$ cat src/design/sha_pkg.sv
`timescale 1ns / 1ps
`default_nettype none
package sha_pkg;

    typedef struct packed {
        logic [7:0] data_byte;
        logic       byte_valid;
        logic       end_of_message;
    } t_in;

    typedef struct packed {
        logic [63:0] digest_word;
        logic [1:0]  word_index;
        logic        last_word;
    } t_out;

    // control from the sequencer to the round unit
    typedef struct packed {
        logic       start;
        logic [7:0] pad_byte_unused;
    } t_round_ctl;

    localparam logic [31:0] K [64] = '{
        32'h428a2f98, 32'h71374491, 32'hb5c0fbcf, 32'he9b5dba5,
        32'h3956c25b, 32'h59f111f1, 32'h923f82a4, 32'hab1c5ed5,
        32'hd807aa98, 32'h12835b01, 32'h243185be, 32'h550c7dc3,
        32'h72be5d74, 32'h80deb1fe, 32'h9bdc06a7, 32'hc19bf174,
        32'he49b69c1, 32'hefbe4786, 32'h0fc19dc6, 32'h240ca1cc,
        32'h2de92c6f, 32'h4a7484aa, 32'h5cb0a9dc, 32'h76f988da,
        32'h983e5152, 32'ha831c66d, 32'hb00327c8, 32'hbf597fc7,
        32'hc6e00bf3, 32'hd5a79147, 32'h06ca6351, 32'h14292967,
        32'h27b70a85, 32'h2e1b2138, 32'h4d2c6dfc, 32'h53380d13,
        32'h650a7354, 32'h766a0abb, 32'h81c2c92e, 32'h92722c85,
        32'ha2bfe8a1, 32'ha81a664b, 32'hc24b8b70, 32'hc76c51a3,
        32'hd192e819, 32'hd6990624, 32'hf40e3585, 32'h106aa070,
        32'h19a4c116, 32'h1e376c08, 32'h2748774c, 32'h34b0bcb5,
        32'h391c0cb3, 32'h4ed8aa4a, 32'h5b9cca4f, 32'h682e6ff3,
        32'h748f82ee, 32'h78a5636f, 32'h84c87814, 32'h8cc70208,
        32'h90befffa, 32'ha4506ceb, 32'hbef9a3f7, 32'hc67178f2
    };

    localparam logic [31:0] H_INIT [8] = '{
        32'h6a09e667, 32'hbb67ae85, 32'h3c6ef372, 32'ha54ff53a,
        32'h510e527f, 32'h9b05688c, 32'h1f83d9ab, 32'h5be0cd19
    };

    localparam logic [7:0]  PAD_BYTE   = 8'h80;
    localparam logic [63:0] BLOCK_BITS = 64'd512;
    localparam logic [5:0]  LEN_OFFSET = 6'd56;

    function automatic logic [31:0] rotr(input logic [31:0] x, input int n);
        rotr = (x >> n) | (x << (32 - n));
    endfunction

endpackage
`default_nettype wire

$ cat src/design/sha_round.sv
`timescale 1ns / 1ps
`default_nettype none
// One SHA-256 round per cycle. For rounds 0..15 each round waits for its
// message word (i_w_valid); the schedule is a 16-word shift window. Hash words
// live in a small memory, read before the rounds and written back after them.
module sha_round (
    input  wire logic        i_clk,
    input  wire logic        i_rst_n,
    input  wire logic        i_start,     // begin a compression
    input  wire logic        i_w_valid,   // message word for the current round
    input  wire logic [31:0] i_w,
    input  wire logic        i_restart,   // reload initial hash values
    input  wire logic [2:0]  i_rd_addr,
    output logic      [31:0] o_rd_data,
    output logic             o_busy,
    output logic             o_w_ready    // i_w is taken at this edge when valid
);
    typedef enum logic [4:0] {
        S_IDLE  = 5'b00001,
        S_LOAD  = 5'b00010,
        S_ROUND = 5'b00100,
        S_ADD   = 5'b01000,
        S_INIT  = 5'b10000
    } t_state;

    t_state r_state;
    logic [31:0] r_mem [8];
    logic [31:0] r_rd;
    logic [3:0]  r_cnt;
    logic [5:0]  r_rnd;
    logic [31:0] r_v [8];
    logic [31:0] r_win [16];

    logic [2:0]  w_raddr;
    logic [31:0] w_wt, s0, s1, t1, t2;
    logic [31:0] a, e;

    always_comb begin
        w_raddr = i_rd_addr;
        if (r_state == S_LOAD) w_raddr = r_cnt[2:0];
        if (r_state == S_ADD) w_raddr = r_cnt[2:0];
        s0 = sha_pkg::rotr(r_win[1], 7) ^ sha_pkg::rotr(r_win[1], 18) ^ (r_win[1] >> 3);
        s1 = sha_pkg::rotr(r_win[14], 17) ^ sha_pkg::rotr(r_win[14], 19)
             ^ (r_win[14] >> 10);
        w_wt = (r_rnd < 6'd16) ? i_w : (r_win[0] + s0 + r_win[9] + s1);
        a = r_v[0];
        e = r_v[4];
        t1 = r_v[7] + (sha_pkg::rotr(e, 6) ^ sha_pkg::rotr(e, 11) ^ sha_pkg::rotr(e, 25))
             + ((e & r_v[5]) ^ (~e & r_v[6])) + sha_pkg::K[r_rnd] + w_wt;
        t2 = (sha_pkg::rotr(a, 2) ^ sha_pkg::rotr(a, 13) ^ sha_pkg::rotr(a, 22))
             + ((a & r_v[1]) ^ (a & r_v[2]) ^ (r_v[1] & r_v[2]));
    end

    always_ff @(posedge i_clk) begin
        r_rd <= r_mem[w_raddr];
    end
    assign o_rd_data = r_rd;
    assign o_busy = (r_state != S_IDLE) || i_start;
    assign o_w_ready = (r_state == S_ROUND) && (r_rnd < 6'd16);

    // load is pipelined: address n issued at cnt n, data lands at cnt n+1
    always_ff @(posedge i_clk) begin
        if (!i_rst_n) begin
            r_state <= S_INIT;
            r_cnt   <= '0;
            r_rnd   <= '0;
        end else begin
            case (r_state)
                S_INIT: begin
                    r_mem[r_cnt[2:0]] <= sha_pkg::H_INIT[r_cnt[2:0]];
                    r_cnt <= r_cnt + 4'd1;
                    if (r_cnt == 4'd7) begin
                        r_cnt <= '0;
                        r_state <= S_IDLE;
                    end
                end
                S_IDLE: begin
                    r_cnt <= '0;
                    if (i_restart) begin
                        r_state <= S_INIT;
                    end else if (i_start) begin
                        r_state <= S_LOAD;
                    end
                end
                S_LOAD: begin
                    if (r_cnt != 4'd0) r_v[r_cnt[2:0] - 3'd1] <= r_rd;
                    r_cnt <= r_cnt + 4'd1;
                    if (r_cnt == 4'd8) begin
                        r_cnt <= '0;
                        r_rnd <= '0;
                        r_state <= S_ROUND;
                    end
                end
                S_ROUND: begin
                    if (r_rnd >= 6'd16 || i_w_valid) begin
                        r_v[7] <= r_v[6]; r_v[6] <= r_v[5]; r_v[5] <= r_v[4];
                        r_v[4] <= r_v[3] + t1;
                        r_v[3] <= r_v[2]; r_v[2] <= r_v[1]; r_v[1] <= r_v[0];
                        r_v[0] <= t1 + t2;
                        for (int j = 0; j < 15; j++) r_win[j] <= r_win[j + 1];
                        r_win[15] <= w_wt;
                        r_rnd <= r_rnd + 6'd1;
                        if (r_rnd == 6'd63) begin
                            r_cnt <= '0;
                            r_state <= S_ADD;
                        end
                    end
                end
                S_ADD: begin
                    if (r_cnt != 4'd0)
                        r_mem[r_cnt[2:0] - 3'd1] <= r_rd + r_v[r_cnt[2:0] - 3'd1];
                    r_cnt <= r_cnt + 4'd1;
                    if (r_cnt == 4'd8) begin
                        r_cnt <= '0;
                        r_state <= S_IDLE;
                    end
                end
                default: r_state <= S_INIT;
            endcase
        end
    end
endmodule
`default_nettype wire

$ cat src/design/sha256_byte_stream_hasher_core.sv
`timescale 1ns / 1ps
`default_nettype none
// channel | dir | payload        | handshake
// in      | in  | sha_pkg::t_in  | i_in_valid / o_in_stall
// out     | out | sha_pkg::t_out | o_out_valid / i_out_stall
// Byte requests are accepted back to back while the input is not stalled. The
// 64th byte, and each padding block at end of message, runs a compression with
// input stalled: start, load, rounds 0..15 (each waits on four byte reads), the
// other 48 rounds and write back. Then four digest words, each read as two
// halves and held while the output stalls. After reset, and after the last
// word, the hash memory reloads with input stalled.
module sha256_byte_stream_hasher_core (
    input  wire logic          i_clk,
    input  wire logic          i_rst_n,
    input  wire logic          i_in_valid,
    output logic               o_in_stall,
    input  wire sha_pkg::t_in  i_in,
    output logic               o_out_valid,
    input  wire logic          i_out_stall,
    output sha_pkg::t_out      o_out
);
    typedef enum logic [5:0] {
        S_IN    = 6'b000001,
        S_FEED  = 6'b000010,
        S_WAIT  = 6'b000100,
        S_RD    = 6'b001000,
        S_OUT   = 6'b010000,
        S_RST   = 6'b100000
    } t_state;

    t_state r_state;
    logic [7:0]  r_blk [64];
    logic [7:0]  r_bq;
    logic [5:0]  r_fill;
    logic [63:0] r_total, r_bits;
    logic        r_pad, r_final, r_second;
    logic [6:0]  r_n;     // byte position fed into the word builder
    logic [31:0] r_word;
    logic        r_wv;
    logic [3:0]  r_k;
    logic [31:0] r_hi;

    logic        acc, rnd_busy, start, restart;
    logic        w_ready, w_take, feed_adv;
    logic [31:0] rdata;
    logic [2:0]  raddr;
    logic [5:0]  byte_pos;
    logic [7:0]  pbyte;
    logic [2:0]  len_end;

    assign acc = i_in_valid && !o_in_stall;
    assign o_in_stall = (r_state != S_IN) || rnd_busy;

    // feed moves on unless a built word is still waiting for its round
    assign w_take = r_wv && w_ready;
    assign feed_adv = (r_state == S_FEED) && (!r_wv || w_take);

    always_ff @(posedge i_clk) begin
        if (acc && i_in.byte_valid) r_blk[r_fill] <= i_in.data_byte;
        if (feed_adv) r_bq <= r_blk[r_n[5:0]];
    end

    // padded byte for position r_n-1 (data read into r_bq at the previous feed step)
    always_comb begin
        byte_pos = r_n[5:0] - 6'd1;
        len_end = 3'd7 - byte_pos[2:0];
        pbyte = 8'h00;
        if (!r_pad) pbyte = r_bq;
        else if (!r_second && byte_pos < r_fill) pbyte = r_bq;
        else if (!r_second && byte_pos == r_fill) pbyte = sha_pkg::PAD_BYTE;
        if (r_pad && byte_pos >= sha_pkg::LEN_OFFSET && (r_second || !r_final))
            pbyte = r_bits[len_end * 8 +: 8];
    end

    assign start = (r_state == S_FEED) && (r_n == 7'd1);
    assign restart = (r_state == S_RST);
    assign raddr = r_k[2:0];

    sha_round u_round (
        .i_clk(i_clk), .i_rst_n(i_rst_n), .i_start(start), .i_w_valid(r_wv),
        .i_w(r_word), .i_restart(restart), .i_rd_addr(raddr),
        .o_rd_data(rdata), .o_busy(rnd_busy), .o_w_ready(w_ready)
    );

    // r_final: another padding block follows this one
    always_ff @(posedge i_clk) begin
        if (!i_rst_n) begin
            r_state <= S_IN;
            r_fill <= '0; r_total <= '0; r_pad <= 1'b0;
            r_final <= 1'b0; r_second <= 1'b0;
            r_n <= '0; r_wv <= 1'b0; r_k <= '0;
            o_out_valid <= 1'b0;
        end else begin
            case (r_state)
                S_IN: begin
                    if (acc) begin
                        r_n <= '0;
                        if (i_in.byte_valid && r_fill == 6'd63) begin
                            r_fill <= '0;
                            r_pad <= 1'b0;
                            r_state <= S_FEED;
                            if (i_in.end_of_message) begin
                                r_bits <= r_total + sha_pkg::BLOCK_BITS;
                                r_final <= 1'b1;
                            end else r_final <= 1'b0;
                            r_total <= r_total + sha_pkg::BLOCK_BITS;
                        end else if (i_in.end_of_message) begin
                            r_pad <= 1'b1;
                            r_second <= 1'b0;
                            r_fill <= r_fill + {5'd0, i_in.byte_valid};
                            r_final <= (r_fill + {5'd0, i_in.byte_valid})
                                       >= sha_pkg::LEN_OFFSET;
                            r_bits <= r_total
                                + {55'd0, r_fill + {5'd0, i_in.byte_valid}, 3'd0};
                            r_state <= S_FEED;
                        end else if (i_in.byte_valid) begin
                            r_fill <= r_fill + 6'd1;
                        end
                    end
                end
                S_FEED: begin
                    // gather four bytes per word; a word waits until its round takes it
                    if (feed_adv) begin
                        if (r_n == 7'd65) begin
                            r_wv <= 1'b0;
                            r_n <= '0;
                            r_state <= S_WAIT;
                        end else begin
                            if (r_n != 7'd0) r_word <= {r_word[23:0], pbyte};
                            r_wv <= (r_n != 7'd0) && (r_n[1:0] == 2'd0);
                            r_n <= r_n + 7'd1;
                        end
                    end
                end
                S_WAIT: begin
                    if (!rnd_busy) begin
                        r_n <= '0;
                        if (!r_pad && !r_final) r_state <= S_IN;
                        else if (!r_pad) begin
                            // message ended on a block boundary: pad byte and length
                            r_pad <= 1'b1; r_second <= 1'b0; r_final <= 1'b0;
                            r_state <= S_FEED;
                        end else if (r_final && !r_second) begin
                            // length-only block follows
                            r_second <= 1'b1;
                            r_state <= S_FEED;
                        end else begin
                            r_k <= '0;
                            r_state <= S_RD;
                        end
                    end
                end
                S_RD: begin
                    if (r_k[0] || r_k == 4'd0) r_k <= r_k + 4'd1;
                    if (r_k[0]) r_hi <= rdata;
                    if (r_k[0] == 1'b0 && r_k != 4'd0) begin
                        o_out.digest_word <= {r_hi, rdata};
                        o_out.word_index <= r_k[2:1] - 2'd1;
                        o_out.last_word <= (r_k == 4'd8);
                        o_out_valid <= 1'b1;
                        r_state <= S_OUT;
                    end
                end
                S_OUT: begin
                    // r_k held here so the next high word is read while waiting
                    if (!i_out_stall) begin
                        o_out_valid <= 1'b0;
                        if (o_out.last_word) begin
                            r_fill <= '0; r_total <= '0;
                            r_pad <= 1'b0; r_final <= 1'b0; r_second <= 1'b0;
                            r_state <= S_RST;
                        end else begin
                            r_k <= r_k + 4'd1;
                            r_state <= S_RD;
                        end
                    end
                end
                S_RST: r_state <= S_IN;
                default: r_state <= S_IN;
            endcase
        end
    end
endmodule
`default_nettype wire

$ cat config.mk
export PLATFORM = sky130hd
export DESIGN_NAME = sha256_byte_stream_hasher_core
export DESIGN_NICKNAME = d
export VERILOG_FILES = /design/src/design/sha_pkg.sv /design/src/design/sha_round.sv /design/src/design/sha256_byte_stream_hasher_core.sv
export SDC_FILE = /design/constraint.sdc
export NUM_CORES = 2
export LEC_CHECK = 0
export ABC_AREA = 1
export BUFFER_PORTS_ARGS = -buffer_cell sky130_fd_sc_hd__clkbuf_2
export CORE_MARGIN = 10
export CORE_UTILIZATION = 55
export DETAILED_ROUTE_END_ITERATION = 8
export PLACE_DENSITY_LB_ADDON = 0.08
export REMOVE_ABC_BUFFERS = 1
export SLEW_MARGIN = 20
export SYNTH_ARGS = -nofsm -noshare
export SYNTH_HDL_FRONTEND = slang
export SYNTH_SLANG_ARGS = --single-unit
$ cat constraint.sdc
create_clock -name i_clk -period 52.7 [get_ports i_clk]
set_input_delay 7.905 -clock i_clk [delete_from_list [all_inputs] [get_ports i_clk]]
set_output_delay 7.905 -clock i_clk [all_outputs]
set_load 0.01 [all_outputs]
## Yosys cells after proc, flatten, opt, wreduce, memory -nomap -nowiden

Memory sizes are Yosys's and may differ from the RTL's. A register that Yosys moved wholly into a read port is not among the register bits.
Index checks and enable logic that the tools add are counted.

- ROM bits: 2,304
- Output and inout bits: 69
- Bits of input ports: 14
- Memory bits (writable): 1,536
- Memories: 6
- Bits in registers: 302

Memories:

| memory | depth | bits a word | rd ports | clocked after memory_dff | wr ports | RTL line | RTL |
|---|---|---|---|---|---|---|---|
| (name not given) | 64 | 32 | 1 | 0 | 0 | sha_round.sv:49 | `+ ((e & r_v[5]) ^ (~e & r_v[6])) + sha_pkg::K[r_rnd] + w_wt;` |
| r_blk | 64 | 8 | 1 | 1 | 1 | sha256_byte_stream_hasher_core.sv:32 | `logic [7:0] r_blk [64];` |
| u_round.r_win | 16 | 32 | 16 | 0 | 16 | sha_round.sv:32 | `logic [31:0] r_win [16];` |
| (name not given) | 8 | 32 | 1 | 0 | 0 | sha_round.sv:70 | `r_mem[r_cnt[2:0]] <= sha_pkg::H_INIT[r_cnt[2:0]];` |
| u_round.r_mem | 8 | 32 | 1 | 1 | 1 | sha_round.sv:27 | `logic [31:0] r_mem [8];` |
| u_round.r_v | 8 | 32 | 9 | 0 | 8 | sha_round.sv:31 | `logic [31:0] r_v [8];` |

- $add $sub $neg: 23
- Eq/ne operators: 46
- Bitwise operators: 31
- Muxes and demuxes: 118
- Reduce and logical (&&, ||, !) cells: 58
- Shifts and indexed selects: 1
- Magnitude comparators: 7

Operators with widths:

| operator | number |
|---|---|
| 64-bit 2-to-1 mux | 7 |
| 32-bit adder | 11 |
| 32-bit XOR | 9 |
| 32-bit 2-to-1 mux | 7 |
| 32-bit bitwise AND | 5 |
| 64-bit case mux with 2 select lines | 1 |
| 6-bit 2-to-1 mux | 17 |
| 64-bit by 10-bit adder with 64-bit output, second input constant | 1 |
| 64-bit by 9-bit adder with 64-bit output | 1 |
| 32-bit OR reduction | 2 |
| 64-bit by 7-bit indexed part select with 8-bit output | 1 |
| 4-bit 2-to-1 mux | 14 |
| 1-bit 2-to-1 mux | 42 |
| 2-bit != test, second input constant | 19 |
| 5-bit 2-to-1 mux | 7 |
| 8-bit 2-to-1 mux | 4 |
| 32-bit inverter | 1 |
| 10-bit by 32-bit OR with 32-bit output | 1 |
| 13-bit by 32-bit OR with 32-bit output | 1 |
| 14-bit by 32-bit OR with 32-bit output | 1 |
| 15-bit by 32-bit OR with 32-bit output | 1 |
| 19-bit by 32-bit OR with 32-bit output | 1 |
| 21-bit by 32-bit OR with 32-bit output | 1 |
| 25-bit by 32-bit OR with 32-bit output | 1 |
| other kinds (72) | 128 |

## Longest topological paths before layout

An unclocked memory read counts as a cell.

- Word-level depth: 10
- Gate-level depth with buffers: 45
- Gate-level depth less buffers: 44

## Cells and area by module

Synthesis repeated with hierarchy kept, for this count alone.

- Cells, all modules: 8,636
- Area total of the unflattened synthesis: 91,629.1 µm²

Modules (own cells, without submodules):

| module | cells each | sequential area each (µm²) | area each (µm²) | instances |
|---|---|---|---|---|
| sha_round | 5,496 | 31,690.4 | 58,202.1 | 1 |
| sha256_byte_stream_hasher_core | 3,140 | 23,042.1 | 33,427.1 | 1 |

## Worst setup path before layout

No wires, ideal clock.

- Kind: input to register
- Start: in i_rst_n
- End: mem u_round.r_win[0][0], enable pin
- Data required time: 51.624 ns
- Stages: 4
- Library setup time: 1.076 ns
- Data arrival time: 22.269 ns
- Path buffers: 2
- Setup slack: 29.355 ns
- Cell sequence: buf_2 -> inv_1 -> nor2_4 -> buf_1

RTL lines:

| what | RTL line | RTL |
|---|---|---|
| from (decl) | sha256_byte_stream_hasher_core.sv:14 | `input wire logic i_rst_n,` |
| to (decl) | sha_round.sv:32 |  |

==> results.md <==
* Final Core Density at between 60% and 70%
* CP Data Required Time at between 50 and 60 ns
* Area of the die at roughly 0.18 mm2
* Clk slew on worst S/H paths at roughly 0.06 ns
* Final Non-Filler Cells at about 10000
* Startpoint Class: primary input
* Fmax at between 80 and 90 MHz
* Sw Share at 34.2%
* # DRC at 0
* CTS tree: built
* Fin Setup TNS at 0 ns
* Worst setup path start: i_rst_n
* Clock skew at 0.0415 ns
* Crit path to: u_round.r_win[0][25]$_DFFE_PP_
* Status: finished, final reports clean
* Dpl hpwl at 186000 um
* Synthesized area per cell at approximately 11 um2
* Cells after Synth at 8124
* Worst path arrival time at about 13 ns
* Largest net degree at the start of global routing at 171
* CTS root buf: clkbuf_16
* Post-Syn Area at between 0.09 and 0.1 mm2
* Placeable Area at approximately 0.16 mm2
* WL/cell at ~25 um
* Rel. slew slack at a little under a fifth
* # fillers at about 13000
* Flop pwr share at between 40% and 50%
* H-tree Lvls at 4
* Switching pwr at between 0.001 and 0.0015 W
* Post-synth EDFFs at around 1700
* RSZ-0062 raised after global routing: false
* Row count at 148
* Routability congestion estimate at about 0.95
* HP Class: flip-flop to flip-flop
* Worst r2r dst: u_round.r_v[0][30]$_DFFE_PP_
* # nets final at between 8000 and 9000
* Synth unique cells at between 70 and 80
* Crit-path max FO at 82
* FF+latch count, synth at about 1900
* Most common cell after layout, fill and taps aside: edfxtp_1
* Post-CTS setup repair buffer count at 0
* R2R Path Start: u_round.r_rnd[0]$_SDFFE_PN0P_
* Clock latency on the worst-skew pair at 0.85 ns
* Avg Vias per Cell at approximately 6
* Global-route wire length before repair at just under 400000 um
* Max VDD drop at 0.0000370 V
* Slew @ Worst Pin at around 1.2 ns
* TritonCTS Sinks at approximately 1900
* Leak pwr at between 30 and 40 nW
* CTS Hold Bufs at 0
* Clock Tree Buf Depth at 3
* Die Wd at ~420 um
* R2R cell count at 33
* Primary FF master, synth: edfxtp_1
* # diodes at 0
* WL final at roughly 270000 um
* Commonest non-fill, non-tap cells in the layout: 1736 x edfxtp_1, 1003 x nand2_1, 848 x inv_1
* Internal power at between 0.002 and 0.003 W
* Final setup viols at 0
* Antenna violations before repair at 5
* Total CTS buffers at approximately 190
* Dpl cells at a little over 10000
* Share of cells above drive strength 1 at ~8.0%
* Fin. Hold Viols at 0
* Register area share after synthesis at 60.7%
* Critical Path End Type: flip-flop
* Vias at around 63000
* Ys Warns at 0
* Kind of critical path: primary input to flip-flop
* Routed Antenna Nets at 0
* DRT Pass-1 Iters at 6
* Port buffer count at 82
* Starting density of the core at 55.4%
* Post-synth ARST share at 0%
* Synth-to-Final Area Change at 10.2%
* Die Ht at roughly 420 um
* Max Cap Viol at 0
* Total GRT Usage at around 29%
* Reg2Reg Setup Slack at roughly 42 ns
* Vias in the first global route at around 60000
* Fin. max-slew vios at 0
* Clock share of power at 32.0%
* Combinational share of power at between 20% and 30%
* Post-cts repair resize count at 0
* Total grt overflow at 0
* Fin crit period at ~12 ns
* Tcrit/Tclk final at 23.3%
* Power Density at around 43 mW/mm2
* I/O Pins at 83
* Initial DRC count at about 7400
flip-flops by register name, indices dropped and copies added, names as in the netlist, 4 cells and up:
signal             cells
r_blk                512
u_round.r_win        512
u_round.r_mem        256
u_round.r_v          256
o_out                 67
r_bits                61
r_total               55
r_hi                  32
r_word                32
u_round.o_rd_data     32
r_bq                   8
r_n                    7
r_fill                 6
r_state                6
u_round.r_rnd          6
u_round.r_state        5
r_k                    4
u_round.r_cnt          4
how the worst min path moves through the flow:
stage                                          startpoint                         endpoint  slack, ns  depth (start not counted)
after global placement    u_round.r_win[0][177]$_DFFE_PP_  u_round.r_win[0][145]$_DFFE_PP_       0.40                          0
after CTS                              r_hi[23]$_DFFE_PP_              o_out[58]$_DFFE_PP_       0.40                          0
after global routing                   r_hi[23]$_DFFE_PP_              o_out[58]$_DFFE_PP_       0.41                          0
after floorplan                         r_hi[0]$_DFFE_PP_              o_out[35]$_DFFE_PP_       0.40                          0
after detailed placement               r_hi[17]$_DFFE_PP_              o_out[52]$_DFFE_PP_       0.40                          0
final                                  r_hi[23]$_DFFE_PP_              o_out[58]$_DFFE_PP_       0.41                          0
Yosys cell counts (all sizes together), types with 65 or more instances:
cell type	instances	area share [%]
a21oi	362	2.0
a221oi	65	0.63
buf	68	0.41
clkbuf	274	1.1
dfxtp	130	2.9
edfxtp	1736	58
fa	188	4.2
ha	200	2.8
inv	876	3.6
nand2	1032	4.4
nand3	196	1.1
nor2	877	3.8
nor3	99	0.64
o21ai	952	5.3
o22ai	236	1.6
xnor2	176	1.7
xor2	224	2.2
logic make-up after synthesis:
logic type      count (synthesis)  synth area share, %
xor+xnor                      400                 3.89
mux                            32                0.400
buf+inv                      1229                 5.24
other cells                     1              0.00416
compound gates               1874                 11.9
simple gates                 2334                 11.0
flops                        1866                 60.7
fa+ha+maj                     388                 6.95
stage by stage:
stage / hold WS (ns) / power (W) / setup WS, ns / area (um2)
after global routing: 0.407 / 0.00448 / 40.12 / 99400
after floorplan: 0.400 / 0.00248 / 27.23 / 88800
final: 0.406 / 0.00430 / 40.41 / 99400
after global placement: 0.400 / 0.00292 / 39.67 / 92900
after CTS: 0.403 / 0.00431 / 40.47 / 99400
after detailed placement: 0.405 / 0.00293 / 39.56 / 92900
cell type report:
| type | instances | area [um2] | share of cell area [%] |
|---|---|---|---|
| clock buffers | 244 | 5090 | 5.12 |
| clock inverters | 114 | 1350 | 1.36 |
| inverters | 887 | 3350 | 3.37 |
| multi-input cells | 5029 | 31000 | 31.2 |
| flip-flops and latches | 1866 | 54700 | 55.1 |
| well taps | 2175 | 2720 | 2.74 |
| repair buffers | 179 | 1170 | 1.18 |
routing by layer:
layer | up-vias | GRT usage [%] | share of wire (%)
met5 | - | 0 | 0.0075
met4 | 2 | 10.8 | 3.9
met3 | 498 | 5.25 | 8.6
met2 | 2874 | 43.2 | 44
met1 | 31000 | 41.8 | 43
li1 | 28600 | - | -
critical path: stages:
cell      delay, ns
clkbuf_2       0.08
buf_4          0.27
inv_2          0.09
nor2_4         0.16
buf_4          0.76
buf_4          0.73
buf_4          0.85
buf_4          0.76
buf_4          0.88
power groups by stage:
stage | Clock, W | Sequential, W | Combinational [W]
2_1_floorplan | 0 | 0.00179 | 0.000688
3_3_place_gp | 0 | 0.00181 | 0.00111
3_5_place_dp | 0 | 0.00181 | 0.00112
4_1_cts | 0.00140 | 0.00178 | 0.00112
5_1_grt | 0.00146 | 0.00178 | 0.00124
6_report | 0.00138 | 0.00178 | 0.00114
Note: power is estimated with default switching activity, not from simulation.
